--- config.mk ---
export PLATFORM = sky130hd
export DESIGN_NAME = rational_arithmetic_unit
export DESIGN_NICKNAME = d
export VERILOG_FILES = /design/src/rtl/core/rau_pkg.sv /design/src/rtl/core/rau_divider.sv /design/src/rtl/core/rational_arithmetic_unit.sv
export SDC_FILE = /design/constraint.sdc
export NUM_CORES = 2
export LEC_CHECK = 0
export ABC_AREA = 0
export BUFFER_PORTS_ARGS = -buffer_cell sky130_fd_sc_hd__buf_2
export CORE_MARGIN = 10
export CORE_UTILIZATION = 30
export CTS_CLUSTER_DIAMETER = 40
export DETAILED_ROUTE_END_ITERATION = 8
export PLACE_DENSITY = 0.53
export SLEW_MARGIN = 20
export SYNTH_ARGS = -nofsm -noshare
export SYNTH_HDL_FRONTEND = slang
export SYNTH_SLANG_ARGS = --single-unit
--- constraint.sdc ---
create_clock -name clk -period 14.3 [get_ports clk]
set_input_delay 2.86 -clock clk [delete_from_list [all_inputs] [get_ports clk]]
set_output_delay 2.86 -clock clk [all_outputs]
set_load 0.02 [all_outputs]
--- src/rtl/core/rau_pkg.sv ---
// Package for the rational arithmetic unit: types, codes and constants.
`default_nettype none
package rau_pkg;
	localparam int DataWidthDef = 32;

	typedef enum logic [2:0] {
		MODE_ADD = 3'd0,
		MODE_SUB = 3'd1,
		MODE_MUL = 3'd2,
		MODE_DIV = 3'd3,
		MODE_CMP = 3'd4
	} mode_t;

	typedef enum logic [1:0] {
		ORD_LESS    = 2'd0,
		ORD_EQUAL   = 2'd1,
		ORD_GREATER = 2'd2
	} order_t;

	typedef enum logic [1:0] {
		ST_OK      = 2'd0,
		ST_ZERODEN = 2'd1,
		ST_DIVZERO = 2'd2,
		ST_OVF     = 2'd3
	} status_t;

	typedef struct packed {
		logic [2:0]         mode;
		logic signed [31:0] a_num;
		logic signed [31:0] a_den;
		logic signed [31:0] b_num;
		logic signed [31:0] b_den;
	} in_req_t;

	typedef struct packed {
		logic signed [31:0] res_num;
		logic [30:0]        res_den;
		logic [1:0]         order;
		logic [1:0]         status;
	} out_req_t;

	// sequencer states
	typedef enum logic [3:0] {
		S_IDLE,
		S_MUL,
		S_PREP,
		S_GCD,
		S_DIVN,
		S_DIVD,
		S_DONE
	} seq_state_t;

	// divider command and status
	typedef struct packed {
		logic start;
	} div_ctl_t;

	typedef struct packed {
		logic busy;
		logic done;
	} div_sts_t;
endpackage
`default_nettype wire

--- src/rtl/core/rau_divider.sv ---
// Shared restoring divider for 64-bit magnitudes, one quotient bit a cycle.
`default_nettype none
module rau_divider
	import rau_pkg::*;
(
	input  wire logic        clk,
	input  wire logic        arst_n,
	input  wire div_ctl_t    ctl,
	input  wire logic [63:0] dividend,
	input  wire logic [63:0] divisor,
	output div_sts_t         sts,
	output logic [63:0]      quotient,
	output logic [63:0]      remainder
);
	logic [63:0] quo_q;
	logic [63:0] rem_q;
	logic [63:0] dsr_q;
	logic [6:0]  cnt_q;
	logic        busy_q;
	logic        done_q;
	logic [64:0] trial;
	logic [64:0] shifted;

	// shift in the next dividend bit and try a subtract
	always_comb begin
		shifted = {rem_q, quo_q[63]};
		trial   = shifted - {1'b0, dsr_q};
	end

	always_ff @(posedge clk or negedge arst_n) begin
		if (!arst_n) begin
			busy_q <= 1'b0;
			done_q <= 1'b0;
			cnt_q  <= '0;
		end else begin
			done_q <= 1'b0;
			if (ctl.start) begin
				busy_q <= 1'b1;
				cnt_q  <= 7'd64;
			end else if (busy_q) begin
				cnt_q <= cnt_q - 7'd1;
				if (cnt_q == 7'd1) begin
					busy_q <= 1'b0;
					done_q <= 1'b1;
				end
			end
		end
	end

	always_ff @(posedge clk) begin
		if (ctl.start) begin
			quo_q <= dividend;
			rem_q <= '0;
			dsr_q <= divisor;
		end else if (busy_q) begin
			if (!trial[64]) begin
				rem_q <= trial[63:0];
				quo_q <= {quo_q[62:0], 1'b1};
			end else begin
				rem_q <= shifted[63:0];
				quo_q <= {quo_q[62:0], 1'b0};
			end
		end
	end

	assign sts.busy  = busy_q;
	assign sts.done  = done_q;
	assign quotient  = quo_q;
	assign remainder = rem_q;

	// a finished division leaves the remainder below the divisor
	assert property (@(posedge clk) disable iff (!arst_n)
		done_q && dsr_q != 64'd0 |-> rem_q < dsr_q)
		else $error("divider remainder not below divisor");
	assert property (@(posedge clk) disable iff (!arst_n)
		done_q |-> !busy_q)
		else $error("divider done while busy");
	assert property (@(posedge clk) disable iff (!arst_n)
		busy_q |-> cnt_q != 7'd0)
		else $error("divider count ran out while busy");
endmodule
`default_nettype wire

--- src/rtl/core/rational_arithmetic_unit.sv ---
// Rational arithmetic unit: fraction add, subtract, multiply, divide, compare.
// Every request takes four shared 32x32 multiplies; an arithmetic request with a
// nonzero numerator and no error then takes k GCD steps (up to ~93) of one restoring
// division each, then two more divisions that reduce numerator and denominator.
// Throughput: one request at a time; in_ready is low until the result is taken.
// Reset: arst_n clears the sequencer and the output valid flag; payloads are not reset.
`default_nettype none
module rational_arithmetic_unit
	import rau_pkg::*;
#(
	parameter int DATA_WIDTH = DataWidthDef
) (
	input  wire logic     clk,
	input  wire logic     arst_n,
	input  wire logic     in_valid,
	output logic          in_ready,
	input  wire in_req_t  in_data,
	output logic          out_valid,
	input  wire logic     out_ready,
	output out_req_t      out_data
);
	localparam int W = DATA_WIDTH;

	seq_state_t state_q, state_d;
	logic [2:0]   mode_q;
	logic [W-1:0] anm_q, adm_q, bnm_q, bdm_q;
	logic         sa_q, sb_q;
	logic [1:0]   mcnt_q;
	logic [63:0]  x_q, y_q, p_q;
	logic [63:0]  num_q, den_q, g0_q, g1_q, nm_q;
	logic         neg_q;
	logic         out_valid_q;
	out_req_t     out_q;

	logic [W-1:0] an_mag, ad_mag, bn_mag, bd_mag;
	logic         an_neg, ad_neg, bn_neg, bd_neg;
	logic [W-1:0] m_a, m_b;
	logic [63:0]  prod;
	logic [63:0]  sum_mag;
	logic         sum_neg;
	logic         y_neg_eff;
	logic [1:0]   ord_cmp;
	logic [63:0]  num_sel;

	div_ctl_t    dctl;
	div_sts_t    dsts;
	logic [63:0] d_dividend, d_divisor, d_quo, d_rem;

	// operand decode: sign and magnitude of the low W bits
	function automatic logic [W-1:0] magof(input logic [31:0] v);
		logic [W-1:0] t;
		t = v[W-1:0];
		return t[W-1] ? (~t + 1'b1) : t;
	endfunction

	always_comb begin
		an_neg = in_data.a_num[W-1];
		ad_neg = in_data.a_den[W-1];
		bn_neg = in_data.b_num[W-1];
		bd_neg = in_data.b_den[W-1];
		an_mag = magof(in_data.a_num);
		ad_mag = magof(in_data.a_den);
		bn_mag = magof(in_data.b_num);
		bd_mag = magof(in_data.b_den);
	end

	// one shared multiplier, operands chosen by the step count
	always_comb begin
		m_a = anm_q;
		m_b = bdm_q;
		case (mcnt_q)
			2'd0: begin m_a = anm_q; m_b = bdm_q; end
			2'd1: begin m_a = bnm_q; m_b = adm_q; end
			2'd2: begin
				m_a = adm_q;
				m_b = (mode_q == MODE_DIV) ? bnm_q : bdm_q;
			end
			default: begin m_a = anm_q; m_b = bnm_q; end
		endcase
		prod = 64'(m_a) * 64'(m_b);
	end

	// signed sum of cross products for add and subtract, and their order for compare
	always_comb begin
		y_neg_eff = (mode_q == MODE_SUB) ? (!sb_q && y_q != 64'd0) : sb_q;
		if (sa_q == y_neg_eff) begin
			sum_neg = sa_q;
			sum_mag = x_q + y_q;
		end else if (x_q >= y_q) begin
			sum_neg = sa_q;
			sum_mag = x_q - y_q;
		end else begin
			sum_neg = y_neg_eff;
			sum_mag = y_q - x_q;
		end
		if (x_q == y_q) begin
			ord_cmp = ORD_EQUAL;
			if (sa_q != sb_q && x_q != 64'd0) ord_cmp = sa_q ? ORD_LESS : ORD_GREATER;
		end else if (sa_q != sb_q) begin
			ord_cmp = sa_q ? ORD_LESS : ORD_GREATER;
		end else if (x_q < y_q) begin
			ord_cmp = sa_q ? ORD_GREATER : ORD_LESS;
		end else begin
			ord_cmp = sa_q ? ORD_LESS : ORD_GREATER;
		end
	end

	// unreduced numerator magnitude of the current mode
	always_comb begin
		num_sel = (mode_q == MODE_MUL) ? p_q :
			((mode_q == MODE_DIV) ? x_q : sum_mag);
	end

	rau_divider u_div (
		.clk       (clk),
		.arst_n    (arst_n),
		.ctl       (dctl),
		.dividend  (d_dividend),
		.divisor   (d_divisor),
		.sts       (dsts),
		.quotient  (d_quo),
		.remainder (d_rem)
	);

	// divider operands for the division that starts this cycle
	always_comb begin
		d_dividend = num_sel;
		d_divisor  = den_q;
		case (state_q)
			S_GCD: begin
				if (d_rem == 64'd0) begin
					// GCD found: reduce the numerator next
					d_dividend = num_q;
					d_divisor  = g1_q;
				end else begin
					d_dividend = g1_q;
					d_divisor  = d_rem;
				end
			end
			S_DIVN: begin
				d_dividend = den_q;
				d_divisor  = g0_q;
			end
			default: ;
		endcase
	end

	logic         is_arith;
	logic         fits;
	logic [63:0]  lim;
	logic [31:0]  rn_val;
	logic [31:0]  ext_num;

	assign is_arith = (mode_q == MODE_ADD) || (mode_q == MODE_SUB) ||
		(mode_q == MODE_MUL) || (mode_q == MODE_DIV);
	assign lim = 64'd1 << (W - 1);
	assign fits = (d_quo <= lim - 64'd1) &&
		(neg_q ? (nm_q <= lim) : (nm_q <= lim - 64'd1));
	always_comb begin
		rn_val  = neg_q ? (32'd0 - nm_q[31:0]) : nm_q[31:0];
		ext_num = rn_val;
	end

	// sequencer next state
	always_comb begin
		state_d     = state_q;
		dctl.start  = 1'b0;
		case (state_q)
			S_IDLE: if (in_valid && in_ready) state_d = S_MUL;
			S_MUL: if (mcnt_q == 2'd3) state_d = S_PREP;
			S_PREP: begin
				if (is_arith && out_q.status == ST_OK && num_sel != 64'd0 &&
					!(mode_q == MODE_DIV && bnm_q == '0)) begin
					state_d    = S_GCD;
					dctl.start = 1'b1;
				end else begin
					state_d = S_DONE;
				end
			end
			S_GCD: if (dsts.done) begin
				if (d_rem == 64'd0) begin
					state_d    = S_DIVN;
					dctl.start = 1'b1;
				end else begin
					dctl.start = 1'b1;
				end
			end
			S_DIVN: if (dsts.done) begin
				state_d    = S_DIVD;
				dctl.start = 1'b1;
			end
			S_DIVD: if (dsts.done) state_d = S_DONE;
			S_DONE: state_d = S_IDLE;
			default: state_d = S_IDLE;
		endcase
	end

	always_ff @(posedge clk or negedge arst_n) begin
		if (!arst_n) begin
			state_q     <= S_IDLE;
			out_valid_q <= 1'b0;
			mcnt_q      <= '0;
		end else begin
			state_q <= state_d;
			if (out_valid_q && out_ready) out_valid_q <= 1'b0;
			if (state_q == S_DONE) out_valid_q <= 1'b1;
			if (state_q == S_IDLE) mcnt_q <= '0;
			else if (state_q == S_MUL) mcnt_q <= mcnt_q + 2'd1;
		end
	end

	// datapath registers
	always_ff @(posedge clk) begin
		case (state_q)
			S_IDLE: if (in_valid && in_ready) begin
				mode_q <= in_data.mode;
				anm_q  <= an_mag;
				adm_q  <= ad_mag;
				bnm_q  <= bn_mag;
				bdm_q  <= bd_mag;
				sa_q   <= (an_neg != ad_neg) && an_mag != '0;
				sb_q   <= (bn_neg != bd_neg) && bn_mag != '0;
				out_q.status <= (ad_mag == '0 || bd_mag == '0) ? ST_ZERODEN : ST_OK;
			end
			S_MUL: begin
				case (mcnt_q)
					2'd0: x_q <= prod;
					2'd1: y_q <= prod;
					2'd2: den_q <= prod;
					default: p_q <= prod;
				endcase
			end
			S_PREP: begin
				out_q.res_num <= '0;
				out_q.res_den <= '0;
				out_q.order   <= ORD_EQUAL;
				if (mode_q == MODE_ADD || mode_q == MODE_SUB) begin
					num_q <= sum_mag;
					neg_q <= sum_mag != 64'd0 && sum_neg;
				end else if (mode_q == MODE_MUL) begin
					num_q <= p_q;
					neg_q <= sa_q != sb_q;
				end else begin
					num_q <= x_q;
					neg_q <= sa_q != sb_q;
				end
				g0_q <= (mode_q == MODE_MUL) ? p_q :
					((mode_q == MODE_DIV) ? x_q : sum_mag);
				g1_q <= den_q;
				if (out_q.status == ST_OK) begin
					if (!is_arith) out_q.order <= ord_cmp;
					else if (mode_q == MODE_DIV && bnm_q == '0)
						out_q.status <= ST_DIVZERO;
					else if (((mode_q == MODE_MUL) ? p_q : ((mode_q == MODE_DIV) ?
						x_q : sum_mag)) == 64'd0)
						out_q.res_den <= 31'd1;
				end
			end
			S_GCD: if (dsts.done) begin
				if (d_rem == 64'd0) g0_q <= g1_q;
				else begin
					g0_q <= g1_q;
					g1_q <= d_rem;
				end
			end
			S_DIVN: if (dsts.done) nm_q <= d_quo;
			S_DIVD: if (dsts.done) begin
				if (fits) begin
					out_q.res_num <= ext_num;
					out_q.res_den <= d_quo[30:0];
				end else begin
					out_q.status <= ST_OVF;
				end
			end
			default: ;
		endcase
	end

	assign in_ready  = (state_q == S_IDLE) && !out_valid_q;
	assign out_valid = out_valid_q;
	assign out_data  = out_q;

	// sequencing checks
	assert property (@(posedge clk) disable iff (!arst_n)
		state_q != S_IDLE |-> !in_ready)
		else $error("ready while busy");
	assert property (@(posedge clk) disable iff (!arst_n)
		state_q == S_DONE |=> out_valid)
		else $error("result not presented");
	assert property (@(posedge clk) disable iff (!arst_n)
		out_valid && out_data.status != ST_OK |-> out_data.res_den == 31'd0)
		else $error("error result carries a denominator");
endmodule
`default_nettype wire

==> results.yml <==
routing:
  vias_per_cell: 5.573
  ant_nets: 0
  drc: 0
  post_drt_wl_per_cell_um: 28.80
  drtIter0Drc: 8083
  vias: 76720
  dr.pass1.iters: 6
  routed_wl_um: 396500
logic_synthesis:
  synth_seq_cells: 920
  ys_types: 110
  syn_nets: 11120
  synthTopCellsByArea: "edfxtp_1 (28%), fa_1 (20%), ha_1 (7.3%)"
  synth_top_area_cell: "edfxtp_1"
  synth.top_cell.area_share_pct: 27.92
  yosys_most_used_dff: "edfxtp_1"
  async_flop_share_pct: 1.630
  avgSynthCellArea_um2: 9.462
  yosys_warnings: 0
  seq_area_frac_synth_pct: 29.75
  synthCells: 9560
  syn_area_um2: 90460
  synth_enable_flop_cells: 841
cts:
  clock-root-buffer: "clkbuf_16"
  cts_sinks: 920
  cts_setup_buffers: 0
  cts_buffer_depth: 4
  clk_pin_slew_ns: 0.06
  insertion_delay_ns: 0.86
  numCtsBuffers: 172
  cts_tree: "built"
  cts_hold_buf: 0
  ctsResizeCount: 0
  htreeDepth: 4
critical_path:
  critPathMaxFanout: 35
  cp-end-kind: "register"
  cp_slowest_cell: "o21ai_1"
  critPathLaunchType: "register"
  ff2ff_path_depth: 36
  cp_data_arrival_time_ns: 12.29
  crit_type: "reg -> reg"
  worst_path_most_repeated_cell: "fa_1"
  max_stage_delay_ns: 0.89
  cp.required_ns: 14.81
run_status:
  status: "completed"
floorplan:
  rows: 201
  die_w_um: 569.1
  ioPinCount: 204
  die_h_um: 569.1
  core_area_um2: 300000
  die_area_um2: 323900
  start_util_pct: 30.15
placement:
  post-place-ws_ns: 2.921
  io_buffers: 203
  dp.cells: 13450
  hpwl_um: 313000
  place.gp.congestion: 1.009
timing:
  fin_skew_ns: 0.09605
  setup_slack_ns: 2.523
  min_period_ns: 11.78
  fmax_mhz: 84.91
  drv_slew: 0
  worst_slew_pin_slew_ns: 1.331
  finalSetupViolations: 0
  slew_headroom_pct: 10.72
  final_hold_viol_count: 0
  fin_crit_sh_pct: 82.36
  rsz0062_at_grt: "false"
  finalSetupTns_ns: 0
finish:
  mostFrequentLayoutCells: "nor2_1 (1245), inv_1 (1155), fa_1 (900)"
  nFillCells: 30490
  drive_above_1_share_pct: 9.652
  syn2layout_area_growth_pct: 13.32
  fin_nets: 11230
  layout_commonest_cell: "nor2_1"
  postLayoutCoreUtil_pct: 34.17
  finalNonFillerCells: 13770
worst_hold_path:
  hold_depth: 0
  hp-class: "reg -> reg"
grt:
  grt_pass1_wl_um: 563400
  grt_overflow: 0
  grt_max_degree: 119
  grt_pass1_vias: 77380
  antenna_found_initial: 27
  track_usage_pct: 23.60
job:
  cap_violations: 0
[path summary, 6_finish.rpt]
path | slack, ns | end | start
setup reg to reg | 2.52 | y_q[61] | mcnt_q[0]
max in group asynchronous | 11.81 | u_div.busy_q | arst_n
hold / removal | 0.43 | nm_q[1] | u_div.quotient[1]
hold reg to reg | 0.43 | nm_q[1] | u_div.quotient[1]
min in group asynchronous | 2.02 | state_q[2] | arst_n
setup / recovery | 2.52 | y_q[61] | mcnt_q[0]
[metrics by stage]
step                instance area, um^2  hold slack, ns
floorplan                         90460          0.4264
global placement                  96510          0.4359
detailed placement                96540          0.4600
CTS                              102500          0.4353
global route                     102500          0.4475
finish                           102500          0.4295
[routing by layer]
metal / track usage, % / up-vias / wire [um]
li1: - / 33220 / -
met1: 30.02 / 38780 / 161000
met2: 37.86 / 3749 / 178200
met3: 4.216 / 969 / 29940
met4: 13.29 / 14 / 27260
met5: 0 / - / 83
[flip-flops by register name, summed over array words and instances (netlist names), 7 cells and up]
register,count
nm_q,64
den_q,64
anm_q,32
u_div.cnt_q,7
bdm_q,32
u_div.quotient,64
x_q,64
u_div.remainder,64
p_q,64
out_data,67
y_q,64
g1_q,64
bnm_q,32
adm_q,32
g0_q,64
u_div.dsr_q,64
num_q,64
[kinds of logic after synthesis]
kind of cell / after synthesis / share of synthesized area (%)
flops: 920 / 29.75
compound gates: 1994 / 14.79
mux: 315 / 3.748
buf+inv: 1656 / 6.990
xor+xnor: 318 / 3.079
fa+ha+maj: 1428 / 27.22
simple gates: 2929 / 14.43
[worst max-delay path, delay by kind of cell (launching register included)]
family                   cells  cell delay [ns]
adder cells (fa/ha/maj)     10             4.38
XOR/XNOR                     1             0.40
buffers and inverters        7             1.46
AO/OA/AOI/OAI               15             4.37
flip-flops                   1             0.41
AND/OR/NAND/NOR              3             0.44
[cells in the mapped netlist, types with 66 or more instances]
library cell,count
inv_1,1156
nor3_1,107
nand4_1,96
a211oi_1,136
fa_1,900
a22oi_1,73
clkbuf_1,386
o21ai_0,315
and3_1,73
xnor2_1,235
a21o_1,213
edfxtp_1,841
ha_1,528
nand2_1,850
mux2i_1,227
a21oi_1,560
nand3_1,88
nor2_1,1249
o21bai_1,66
a221o_1,102
xor2_1,83
nor4_1,148
[cell type report]
type                            instances  area [um^2]  share of cell area [%]
Antenna cell                            8        20.02                 0.01953
Clock buffer                          196         4518                   4.408
Clock inverter                        114         1395                   1.361
Inverter                             1161         4358                   4.251
Multi-Input combinational cell       6984        57630                   56.22
Sequential cell                       920        26920                   26.26
Tap cell                             3958         4952                   4.831
Timing Repair Buffer                  426         2715                   2.649
Power is left out: the tool's default activity adds up to more than one toggle a clock period on the data nets, which glitch-free logic cannot reach.
